--- src/rtl/shpe_pkg.sv ---
// Package: shared constants and types for the sync header payload extractor.
`default_nettype none

package shpe_pkg;

  localparam int HdrLen  = 32;
  localparam int CellCnt = HdrLen - 1;

  typedef logic [7:0]  byte_t;
  typedef logic [15:0] len_t;

  localparam len_t LenReset = 16'd400;

  localparam byte_t HdrPattern [HdrLen] = '{
    8'd2, 8'd2, 8'd3, 8'd0, 8'd3, 8'd1, 8'd3, 8'd1,
    8'd2, 8'd2, 8'd1, 8'd0, 8'd3, 8'd2, 8'd0, 8'd2,
    8'd3, 8'd3, 8'd0, 8'd2, 8'd2, 8'd0, 8'd3, 8'd0,
    8'd0, 8'd2, 8'd0, 8'd0, 8'd3, 8'd3, 8'd3, 8'd0
  };

  // Per-cell shift control, common to the whole chain.
  typedef struct packed {
    logic shift;
    logic clear;
  } cell_ctrl_t;

endpackage

`default_nettype wire

--- src/rtl/shpe_cell.sv ---
// Module: one history cell; holds a byte and a valid flag, compares to its pattern byte.
`default_nettype none

module shpe_cell
  import shpe_pkg::*;
#(
  parameter byte_t PatByte = 8'd0
) (
  input  wire        clk_i,
  input  wire        rst_ni,
  input  cell_ctrl_t ctrl_i,
  input  byte_t      byte_i,
  input  wire        vld_i,
  output byte_t      byte_o,
  output logic       vld_o,
  output logic       hit_o
);

  byte_t byte_q;
  logic  vld_q;

  // Clear wins over shift: a found header empties the window.
  always_ff @(posedge clk_i or negedge rst_ni) begin
    if (!rst_ni) begin
      vld_q <= 1'b0;
    end else if (ctrl_i.clear) begin
      vld_q <= 1'b0;
    end else if (ctrl_i.shift) begin
      vld_q <= vld_i;
    end
  end

  always_ff @(posedge clk_i) begin
    if (ctrl_i.shift) begin
      byte_q <= byte_i;
    end
  end

  assign byte_o = byte_q;
  assign vld_o  = vld_q;
  assign hit_o  = vld_q && (byte_q == PatByte);

endmodule

`default_nettype wire

--- src/rtl/sync_header_payload_extractor_top.sv ---
// Module: top level of the sync header payload extractor.
// Usage:
//   Input stream (s_axis_*): one received byte per transaction in tdata[7:0].
//   While hunting, bytes enter a chain of 31 history cells; each cell compares
//   its byte with its pattern position, and the incoming byte is compared with
//   the last header position, so a complete 32-byte header is recognised on
//   the transaction that finishes it. Hunted bytes produce no output.
//   After a header the next payload_length bytes (zero acts as one) pass to
//   the output stream (m_axis_*): tdata[7:0] payload byte, tuser first byte of
//   the frame, tlast final byte of the frame. The window is then empty again.
//   Throughput: one transaction per cycle, sustained while m_axis takes each result; the chain
//   shifts once per accepted byte and the header compare is a combinational parallel check.
//   Output: a payload byte appears on m_axis in the cycle after acceptance, held
//   in the output register.
//   Stall: while the output register holds an untaken result, s_axis_tready
//   follows m_axis_tready, so nothing is lost; it stays high otherwise.
//   Config: cfg_we_i writes payload_length from cfg_wdata_i; it applies from
//   the next detected header.
//   Reset: asynchronous, active low; window empty, hunting, length 400.
`default_nettype none

module sync_header_payload_extractor_top
  import shpe_pkg::*;
(
  input  wire         clk_i,
  input  wire         rst_ni,
  input  wire         cfg_we_i,
  input  wire  [15:0] cfg_wdata_i,
  input  wire         s_axis_tvalid,
  output logic        s_axis_tready,
  input  wire  [7:0]  s_axis_tdata,   // [7:0] symbol
  output logic        m_axis_tvalid,
  input  wire         m_axis_tready,
  output logic [7:0]  m_axis_tdata,   // [7:0] payload_byte
  output logic        m_axis_tuser,   // [0] first_of_frame
  output logic        m_axis_tlast    // last_of_frame
);

  // Payload length register
  len_t len_q;

  // Copy-mode control
  logic copying_q, copying_d;
  logic start_q, start_d;
  len_t left_q, left_d;

  // Output register
  logic  out_vld_q, out_vld_d;
  byte_t out_byte_q;
  logic  out_first_q;
  logic  out_last_q;

  logic       s_fire;
  logic       shift_en;
  logic       tail_eq;
  logic       match;
  logic       last_byte;
  cell_ctrl_t ctrl;

  // Chain wiring: cell k holds window position k, compared to pattern[k].
  byte_t                chain_byte [CellCnt+1];
  logic  [CellCnt:0]    chain_vld;
  logic  [CellCnt-1:0]  hit;

  assign s_axis_tready = !out_vld_q || m_axis_tready;
  assign s_fire        = s_axis_tvalid && s_axis_tready;
  assign shift_en      = s_fire && !copying_q;

  assign tail_eq = (s_axis_tdata == HdrPattern[HdrLen-1]);
  assign match   = shift_en && (&hit) && tail_eq;

  assign ctrl = '{shift: shift_en, clear: match};

  // Incoming byte enters the top of the chain and is always valid.
  assign chain_byte[CellCnt] = s_axis_tdata;
  assign chain_vld[CellCnt]  = 1'b1;

  for (genvar k = 0; k < CellCnt; k++) begin : g_cell
    shpe_cell #(
      .PatByte (HdrPattern[k])
    ) u_cell (
      .clk_i  (clk_i),
      .rst_ni (rst_ni),
      .ctrl_i (ctrl),
      .byte_i (chain_byte[k+1]),
      .vld_i  (chain_vld[k+1]),
      .byte_o (chain_byte[k]),
      .vld_o  (chain_vld[k]),
      .hit_o  (hit[k])
    );
  end

  // Position 0 of the old window falls out on every shift; cell 0's outputs feed
  // no further cell, though its byte is still compared inside cell 0.
  logic unused_tail;
  assign unused_tail = ^{chain_byte[0], chain_vld[0]};

  assign last_byte = (left_q <= 16'd1);

  always_comb begin
    copying_d = copying_q;
    start_d   = start_q;
    left_d    = left_q;
    if (match) begin
      copying_d = 1'b1;
      start_d   = 1'b1;
      left_d    = (len_q == 16'd0) ? 16'd1 : len_q;
    end else if (s_fire && copying_q) begin
      start_d = 1'b0;
      if (last_byte) begin
        copying_d = 1'b0;
        left_d    = 16'd0;
      end else begin
        left_d = left_q - 16'd1;
      end
    end
  end

  always_comb begin
    out_vld_d = out_vld_q;
    if (s_fire && copying_q) begin
      out_vld_d = 1'b1;
    end else if (m_axis_tready) begin
      out_vld_d = 1'b0;
    end
  end

  always_ff @(posedge clk_i or negedge rst_ni) begin
    if (!rst_ni) begin
      len_q     <= LenReset;
      copying_q <= 1'b0;
      start_q   <= 1'b0;
      left_q    <= 16'd0;
      out_vld_q <= 1'b0;
    end else begin
      if (cfg_we_i) begin
        len_q <= cfg_wdata_i;
      end
      copying_q <= copying_d;
      start_q   <= start_d;
      left_q    <= left_d;
      out_vld_q <= out_vld_d;
    end
  end

  always_ff @(posedge clk_i) begin
    if (s_fire && copying_q) begin
      out_byte_q  <= s_axis_tdata;
      out_first_q <= start_q;
      out_last_q  <= last_byte;
    end
  end

  assign m_axis_tvalid = out_vld_q;
  assign m_axis_tdata  = out_byte_q ^ {7'd0, 1'b0 & unused_tail};
  assign m_axis_tuser  = out_first_q;
  assign m_axis_tlast  = out_last_q;

  // Assertions
  a_match_starts_copy : assert property (@(posedge clk_i) disable iff (!rst_ni)
    match |=> (copying_q && start_q))
    else $error("header match did not enter copy mode");

  a_left_nonzero : assert property (@(posedge clk_i) disable iff (!rst_ni)
    copying_q |-> (left_q != 16'd0))
    else $error("copy mode with no bytes left");

  a_last_ends_copy : assert property (@(posedge clk_i) disable iff (!rst_ni)
    (s_fire && copying_q && last_byte) |=> (!copying_q && m_axis_tvalid && m_axis_tlast))
    else $error("final payload byte did not end the frame");

  a_start_only_copy : assert property (@(posedge clk_i) disable iff (!rst_ni)
    start_q |-> copying_q)
    else $error("frame start mark outside copy mode");

  a_hunt_no_output : assert property (@(posedge clk_i) disable iff (!rst_ni)
    (shift_en && !m_axis_tready) |=> ($stable(m_axis_tvalid)))
    else $error("hunted byte changed the output");

endmodule

`default_nettype wire
--- config.mk ---
export PLATFORM = sky130hd
export DESIGN_NAME = sync_header_payload_extractor_top
export DESIGN_NICKNAME = d
export VERILOG_FILES = /design/src/rtl/shpe_pkg.sv /design/src/rtl/shpe_cell.sv /design/src/rtl/sync_header_payload_extractor_top.sv
export SDC_FILE = /design/constraint.sdc
export NUM_CORES = 1
export LEC_CHECK = 0
export ABC_CLOCK_PERIOD_IN_PS = 17000
export BUFFER_PORTS_ARGS = -buffer_cell sky130_fd_sc_hd__clkbuf_2
export CAP_MARGIN = 20
export CORE_MARGIN = 2
export CORE_UTILIZATION = 40
export CTS_CLUSTER_SIZE = 30
export DETAILED_ROUTE_END_ITERATION = 8
export PLACE_DENSITY = 0.55
export SYNTH_ARGS = -nofsm -noshare
export SYNTH_HDL_FRONTEND = slang
export SYNTH_SLANG_ARGS = --single-unit
--- constraint.sdc ---
create_clock -name clk_i -period 17 [get_ports clk_i]
set_clock_uncertainty 0.2 [all_clocks]
set_input_delay 5.1 -clock clk_i [delete_from_list [all_inputs] [get_ports clk_i]]
set_output_delay 5.1 -clock clk_i [all_outputs]
set_load 0.01 [all_outputs]
==> results.json, run 1 <==
{
  "ys_ff_latch": 324,
  "async_reset_ff_frac": 0.204,
  "tightest_slew_ns": 1.06,
  "layout_common_cells": "258 x edfxtp_1, 80 x nand2_1, 63 x dfrtp_1",
  "wirelength_um": 28000,
  "finalCritPeriodShare": 0.636,
  "syn_avg_cell_area_sq_um": 16.0,
  "synthesis.nets": 797,
  "synth_edf_count": 258,
  "die_h_um": 179,
  "mostFrequentLayoutCell": "edfxtp_1",
  "power_density_nw_per_um2": 125,
  "antenna_found_initial": 0,
  "relSlewSlack": 0.294,
  "dr_total_vias": 7134,
  "drt_iter0_drc": 823,
  "dieArea_sq_um": 32100,
  "rows": 64,
  "yosysWarningCount": 0,
  "slew_violations": 0,
  "synthFlopType": "edfxtp_1",
  "cts_setup_buffers": 0,
  "wire_per_inst_um": 22.4,
  "area_growth_pct": 14.6,
  "path_max_fanout": 5,
  "port_buffers": 40,
  "dpl-instance-area_sq_um": 12900,
  "arrival_ns": 5.51,
  "hold_class": "register to register",
  "ir_drop_mv": 0.0816,
  "grt_setup_unrepaired": "false",
  "critPathKind": "input pin to output pin",
  "ys_seq_area_frac": 0.765,
  "hold_viol": 0,
  "cts_tree": "done",
  "path_clk_slew_ns": 0.06,
  "cts_hold_buf": 0,
  "cts_root_buf": "clkbuf_16",
  "fmax_ghz": 0.0925,
  "cts_max_level": 2,
  "gp_congestion": 0.805,
  "grt_pass1_vias": 7062,
  "end_kind": "output pin",
  "cts_buffer_depth": 3,
  "cts_buffers": 36,
  "post_cts_resized": 0,
  "firstDrtPassIters": 5,
  "num-nets-final": 860,
  "clkSinkCount": 324,
  "initial_core_util": 0.404,
  "die_x_um": 179,
  "ioPinCount": 41,
  "grt_max_degree": 158,
  "n_antenna_cell": 0,
  "netlist_area_sq_um": 12300,
  "grt_first_pass_wirelength_um": 43100,
  "status": "complete, no violations",
  "overflow": 0,
  "ant_nets": 0,
  "drive_gt1_frac": 0.161,
  "drcViolationCount": 0,
  "fin_tns_setup_ns": 0,
  "crit_path_start_kind": "input pin",
  "routed_via_density": 5.69,
  "core-area_sq_um": 30400,
  "crit_required_ns": 11.70,
  "fillers": 2675,
  "synthDistinctLibCells": 55,
  "synthCells": 766,
  "dp_hpwl_um": 19000,
  "total_leakage_power_nw": 4.81,
  "fin_area_sq_um": 14100,
  "worstSkewPairLatency_ns": 0.54,
  "setup-violations-final": 0,
  "layout_min_cycle_time_ns": 10.81,
  "grt_usage": 0.181,
  "max-cap-violations": 0
}
==> worst max-delay path, stage by stage <==
cell and delay (ns):
clkbuf_2 0.07, nand2b_1 0.19, clkbuf_2 0.15
==> state kept, by name (all words and copies together), names as in the netlist <==
| register | cells |
|---|---|
| m_axis_tvalid | 1 |
| copying_q | 1 |
| m_axis_tdata | 8 |
| len_q | 16 |
| left_q | 16 |
| g_cell.u_cell.vld_o | 31 |
| g_cell.u_cell.byte_o | 248 |
| m_axis_tuser | 1 |
| start_q | 1 |
| m_axis_tlast | 1 |
==> final timing paths <==
path	cells past startpoint	start	end	slack [ns]
worst max-delay path	3	m_axis_tready	s_axis_tready	6.19
worst min-delay path	0	g_cell[2].u_cell.byte_o[0]	g_cell[1].u_cell.byte_o[0]	0.25
worst max register to register	7	g_cell[8].u_cell.byte_o[5]	left_q[9]	12.78
worst min register to register	0	g_cell[2].u_cell.byte_o[0]	g_cell[1].u_cell.byte_o[0]	0.25
max in group asynchronous	1	rst_ni	left_q[11]	11.47
min in group asynchronous	1	rst_ni	g_cell[22].u_cell.vld_o	4.51
==> report_power, final <==
group	internal [W]	total [W]	leakage (nW)	switching, W
Combinational	0.0000207	0.0000494	0.874	0.0000286
Sequential	0.000915	0.000963	3.37	0.0000486
Clock	0.000420	0.000743	0.558	0.000323
Total	0.00136	0.00176	4.81	0.000401
==> layer usage <==
metal | part of all wire | vias up | wire (um) | global-route usage
met3 | 0.048 | 52 | 1350 | 0.0320
met5 | 0 | - | 0 | 0
met4 | 0.023 | 0 | 643 | 0.0538
met1 | 0.45 | 3647 | 12500 | 0.253
li1 | - | 3248 | - | -
met2 | 0.48 | 187 | 13500 | 0.289
==> cells in the mapped netlist (all sizes together) (5+ instances only) <==
cell type / n / area, sq um
nand3: 11 / 55.1
inv: 5 / 18.8
edfxtp: 258 / 7750
nand4: 35 / 219
dfrtp: 63 / 1580
nand2: 81 / 312
o21ai: 39 / 195
buf: 8 / 42.5
nor4: 58 / 397
a21oi: 9 / 45.0
nor2: 24 / 109
nor4bb: 10 / 100
nor3: 17 / 90.1
o211ai: 6 / 45.0
nor4b: 63 / 592
clkbuf: 11 / 42.5
mux2: 19 / 214
==> layout make-up <==
| type | instances | area [sq um] | share of cell area |
|---|---|---|---|
| Clock buffer | 40 | 937 | 0.0666 |
| Clock inverter | 26 | 206 | 0.0147 |
| Inverter | 5 | 26.3 | 0.00187 |
| Multi-Input combinational cell | 418 | 2780 | 0.197 |
| Sequential cell | 324 | 9400 | 0.668 |
| Tap cell | 396 | 495 | 0.0352 |
| Timing Repair Buffer | 44 | 233 | 0.0165 |
==> cells by family after synthesis <==
group                      share of synthesized area
buffers and inverters                        0.00845
muxes                                         0.0199
DFF                                            0.765
and+or+nand+nor                                0.173
xor gates and xnor gates                    0.000713
adders and majority gates                    0.00204
AOI/OAI and AO/OA                             0.0308
==> through the flow <==
step | setup WS (ns) | hold WS (ns) | utilization | instances | power, W
3_5_place_dp | 6.19 | 0.235 | 0.425 | 1187 | 0.00103
2_1_floorplan | 3.48 | 0.218 | - | 766 | 0.000997
4_1_cts | 6.18 | 0.246 | 0.463 | 1253 | 0.00177
3_3_place_gp | 6.19 | 0.226 | 0.425 | 1187 | 0.00103
5_1_grt | 6.13 | 0.258 | 0.463 | 1253 | 0.00182
6_report | 6.19 | 0.246 | 0.463 | 1253 | 0.00176
(Power assumes the default switching activity.)
==> run 2, diff against run 1 <==
ABC_AREA = 1   (was not set)
ABC_CLOCK_PERIOD_IN_PS = 8850   (was 17000)
PLACE_DENSITY = 0.58   (was 0.55)
clock period = 8.85 ns   (was 17 ns; I/O delays follow)
==> run 2 against run 1 <==
Against the previous run: worst hold slack got worse by 0.0036 ns; flip-flop and latch count did not move; global-route usage fell by 4.2 points; final cell count rose by 11%; count of clock-buffer cells in the layout rose by 10; critical path type unchanged.
==> results.json, run 2 <==
{
  "status": "complete, no violations",
  "cts_hold_buf": 0,
  "synthesis.nets": 940,
  "slew_violations": 0,
  "ant_nets": 0,
  "dieArea_sq_um": 31600,
  "yosys-top-cells-area": "edfxtp_1 64%, dfrtp_1 13%, nor2_1 4.8%",
  "yosysWarningCount": 0,
  "wire_per_inst_um": 15.1,
  "ys_ff_latch": 324,
  "grt_pass1_vias": 6730,
  "end_kind": "output pin",
  "ir_drop_mv": 0.125,
  "drt_iter0_drc": 547,
  "post-route-util": 0.467,
  "rows": 63,
  "hold_class": "register to register",
  "layout_common_cells": "258 x edfxtp_1, 154 x nor2_1, 146 x nand2_1",
  "synth_common_cells": "258 x edfxtp_1, 154 x nor2_1, 146 x nand2_1, 89 x inv_1, 72 x nand3_1",
  "grt_usage": 0.139,
  "grt_max_degree": 87,
  "drcViolationCount": 0,
  "fin_tns_setup_ns": 0,
  "ys_seq_area_frac": 0.778,
  "post_cts_resized": 0,
  "core-area_sq_um": 29700,
  "layout_min_cycle_time_ns": 5.83,
  "n_antenna_cell": 0,
  "fin_hold_ws_ns": 0.242,
  "cp_cell_sequence": "clkbuf_2 -> inv_1 -> nand2_2 -> clkbuf_2",
  "dpl-instance-area_sq_um": 12700,
  "total_leakage_power_nw": 5.43,
  "port_buffers": 40,
  "wirelength_um": 21000,
  "overflow": 0,
  "crit_path_start_kind": "input pin",
  "synthCells": 909,
  "routed_via_density": 4.75,
  "synth_top_cell_by_area": "edfxtp_1",
  "firstDrtPassIters": 4,
  "largest_reg_flops": 248,
  "cts_buffers": 34,
  "antenna_found_initial": 0,
  "hold_viol": 0,
  "mostFrequentLayoutCell": "edfxtp_1",
  "num-nets-final": 1005,
  "tightest_slew_ns": 1.03,
  "gp_congestion": 0.781,
  "dr_total_vias": 6602,
  "grt_setup_unrepaired": "false",
  "cpMostUsedCell": "clkbuf_2",
  "cts_buffer_depth": 3,
  "finalCritPeriodShare": 0.658,
  "initial_core_util": 0.407,
  "clkSinkCount": 324,
  "total_power_w": 0.00335,
  "async_reset_ff_frac": 0.204,
  "die_x_um": 178,
  "dr_wl_met3_um": 780,
  "cts_root_buf": "clkbuf_16",
  "synth_top_area_share": 0.641,
  "crit_required_ns": 6.00,
  "yosysMostFrequentCell": "edfxtp_1",
  "arrival_ns": 2.97,
  "die_h_um": 178,
  "relSlewSlack": 0.315,
  "area_growth_pct": 14.8,
  "cts_setup_buffers": 0,
  "slowest_stage": "clkbuf_2",
  "path_max_fanout": 3,
  "dp_hpwl_um": 13500,
  "syn_avg_cell_area_sq_um": 13.3,
  "drive_gt1_frac": 0.124,
  "netlist_area_sq_um": 12100,
  "path_buf_inv": 3,
  "cts_max_level": 2,
  "fmax_ghz": 0.172,
  "critPathKind": "input pin to output pin",
  "m1WireLength_um": 9530,
  "ioPinCount": 41,
  "met2_wirelength_um": 10100,
  "power_density_nw_per_um2": 242,
  "top_layer": "met4",
  "synth_edf_count": 258,
  "path_clk_slew_ns": 0.06,
  "setup-violations-final": 0,
  "slowest_delay_ns": 0.13,
  "cts_tree": "done",
  "max-cap-violations": 0,
  "worstSkewPairLatency_ns": 0.51,
  "synthDistinctLibCells": 34,
  "synthFlopType": "edfxtp_1",
  "fin_area_sq_um": 13900,
  "cpLargestDelayFamily": "buffers and inverters",
  "grt_first_pass_wirelength_um": 34300
}
-- run 2: final cells by class --
type,instances,area (sq um)
tap,390,488
sequential,324,9400
timing repair buffer,47,253
multi-input combinational,478,2260
clock buffer,50,1000
clock inverter,12,131
fill,2609,15800
inverter,89,334
-- run 2: final timing paths --
path,cells after the start,to,slack [ns],from
setup / recovery,4,s_axis_tready,3.02,m_axis_tready
hold / removal,0,g_cell[3].u_cell.byte_o[1],0.24,g_cell[4].u_cell.byte_o[1]
setup reg to reg,7,g_cell[10].u_cell.vld_o,5.69,m_axis_tvalid
hold reg to reg,0,g_cell[3].u_cell.byte_o[1],0.24,g_cell[4].u_cell.byte_o[1]
max in group asynchronous,2,copying_q,5.75,rst_ni
min in group asynchronous,2,len_q[11],2.14,rst_ni
-- run 2: where the power goes --
part	switching, W	internal (W)
Combinational	0.0000684	0.0000346
Sequential	0.0000584	0.00176
Clock	0.000560	0.000876
-- run 2: routing by layer --
layer | GRT usage | vias to the layer above
met5 | 0 | -
met4 | 0.0519 | 0
met3 | 0.0249 | 50
met2 | 0.227 | 105
met1 | 0.185 | 3199
li1 | - | 3248
-- run 2: cells by family after synthesis --
logic type | after synthesis | synth area share
XOR/XNOR | 8 | 0.00580
adder cells (fa/ha/maj) | 2 | 0.00207
buffers and inverters | 107 | 0.0349
multiplexers | 15 | 0.0140
AO/OA/AOI/OAI | 25 | 0.0113
flip-flops | 324 | 0.778
AND/OR/NAND/NOR | 428 | 0.154
-- run 2: metrics by stage --
step / instances / worst slack, ns
4_1_cts: 1390 / 3.02
5_1_grt: 1390 / 2.99
6_report: 1390 / 3.02
3_5_place_dp: 1328 / 3.02
2_1_floorplan: 909 / 1.73
3_3_place_gp: 1328 / 3.02
==> run 3, diff against run 2 <==
ABC_CLOCK_PERIOD_IN_PS = 5200   (was 8850)
clock period = 5.2 ns   (was 8.85 ns; I/O delays follow)
==> run 3 against run 2 <==
Against the previous run: die area unchanged; power increased by 69%; first-iteration DRC count decreased by 2.2%; critical path type unchanged; largest cell class unchanged; highest routed layer unchanged.
==> results.json, run 3 (synthesis gave the netlist of run 2 again) <==
{
  "num-nets-final": 1006,
  "die_h_um": 178,
  "grt_max_degree": 156,
  "dieArea_sq_um": 31600,
  "wire_per_inst_um": 15.5,
  "dp_cells": 1328,
  "holdPathStages": 0,
  "r2r_cells": 5,
  "fin_tns_setup_ns": 0,
  "cts_buffer_depth": 3,
  "cts_buffers": 35,
  "dr_total_vias": 6594,
  "cts_max_level": 2,
  "cts_hold_buf": 0,
  "port_buffers": 40,
  "slew_violations": 0,
  "hold_viol": 0,
  "end_kind": "output pin",
  "ant_nets": 0,
  "path_buf_inv": 3,
  "rows": 63,
  "path_clk_slew_ns": 0.06,
  "dp_hpwl_um": 13900,
  "max-cap-violations": 0,
  "setup-violations-final": 0,
  "min-delay-start": "g_cell[16].u_cell.byte_o[5]",
  "layout_min_cycle_time_ns": 3.64,
  "setup_slack_ns": 1.56,
  "mostFrequentLayoutCell": "edfxtp_1",
  "total_power_w": 0.00568,
  "crit_required_ns": 3.44,
  "grt_setup_unrepaired": "false",
  "hold_class": "register to register",
  "cpLargestDelayFamily": "buffers and inverters",
  "startpoint": "m_axis_tready",
  "path_max_fanout": 3,
  "worstSkewPairLatency_ns": 0.52,
  "clkSinkCount": 324,
  "grt_first_pass_wirelength_um": 34700,
  "fillers": 2609,
  "dp_slack_ns": 1.18,
  "fmax_ghz": 0.275,
  "cts_setup_buffers": 0,
  "arrival_ns": 1.88,
  "cts_tree": "done",
  "routed_via_density": 4.74,
  "total_leakage_power_nw": 5.42,
  "ioPinCount": 41,
  "register_area_sq_um": 9400,
  "multi_input_area_sq_um": 2260,
  "slowest_delay_ns": 0.13,
  "overflow": 0,
  "post-route-util": 0.467,
  "tightest_slew_ns": 0.896,
  "initial_core_util": 0.407,
  "core-area_sq_um": 29700,
  "path_depth": 4,
  "grt_usage": 0.142,
  "drcViolationCount": 0,
  "slowest_stage": "clkbuf_2",
  "antenna_found_initial": 0,
  "largest_reg_flops": 248,
  "ir_drop_mv": 0.237,
  "power_density_nw_per_um2": 410,
  "status": "complete, no violations",
  "critPathKind": "input pin to output pin",
  "grt_pass1_vias": 6545,
  "layout_common_cells": "258 x edfxtp_1, 154 x nor2_1, 146 x nand2_1",
  "post_cts_resized": 0,
  "drt_iter0_drc": 535,
  "relSlewSlack": 0.401,
  "cts_root_buf": "clkbuf_16",
  "gp_congestion": 0.781,
  "rr_startpoint": "m_axis_tvalid",
  "final_cells": 1391,
  "drive_gt1_frac": 0.125,
  "die_x_um": 178,
  "n_antenna_cell": 0,
  "wirelength_um": 21500,
  "crit_path_start_kind": "input pin",
  "finalCritPeriodShare": 0.700,
  "firstDrtPassIters": 4,
  "area_growth_pct": 14.8,
  "cpMostUsedCell": "clkbuf_2",
  "cp_cell_sequence": "clkbuf_2 -> inv_1 -> nand2_2 -> clkbuf_2"
}
run 3: cell count changes in the layout (fill, tap and decap cells not counted), sizes merged:
cell      previous run  this run
clkinvlp             0         1
clkinv               8        10
clkbuf              89        87
run 3: path summary, 6_finish.rpt:
path                                          endpoint  slack, ns
setup reg to reg           g_cell[19].u_cell.byte_o[5]       2.43
max in group asynchronous      g_cell[18].u_cell.vld_o       2.89
hold / removal             g_cell[15].u_cell.byte_o[5]       0.23
hold reg to reg            g_cell[15].u_cell.byte_o[5]       0.23
min in group asynchronous                   left_q[12]       0.95
setup / recovery                         s_axis_tready       1.56
run 3: power by group:
group	internal, W	total, W	switching [W]
Sequential	0.00299	0.00309	0.000103
Clock	0.00144	0.00241	0.000973
Combinational	0.0000595	0.000177	0.000117
Total	0.00449	0.00568	0.00119
run 3: area by class of cell:
type,instances,share of cell area
inverter,89,0.0241
multi-input combinational,478,0.163
timing repair buffer,47,0.0191
clock inverter,15,0.0116
tap,390,0.0352
clock buffer,48,0.0689
sequential,324,0.678
run 3: per-layer routing:
| layer | vias up | part of all wire | track usage | routed length [um] |
|---|---|---|---|---|
| met5 | - | 0 | 0 | 0 |
| met4 | 0 | 0.024 | 0.0478 | 518 |
| met3 | 45 | 0.040 | 0.0272 | 863 |
| met2 | 102 | 0.47 | 0.224 | 10200 |
| met1 | 3181 | 0.46 | 0.199 | 9950 |
| li1 | 3266 | - | - | - |
run 3: per-stage QoR:
step	area (sq um)	hold WS [ns]
floorplan	12100	0.217
global placement	12800	0.227
detailed placement	12800	0.232
CTS	13900	0.229
global route	13900	0.231
finish	13900	0.231
run 3: worst reg2reg max path, stage by stage, from the launching register on:
cell     delay (ns)
dfrtp_1        0.38
nand2_2        0.10
nand2_2        0.08
nor2_4         0.12
buf_12         0.48
buf_4          0.97
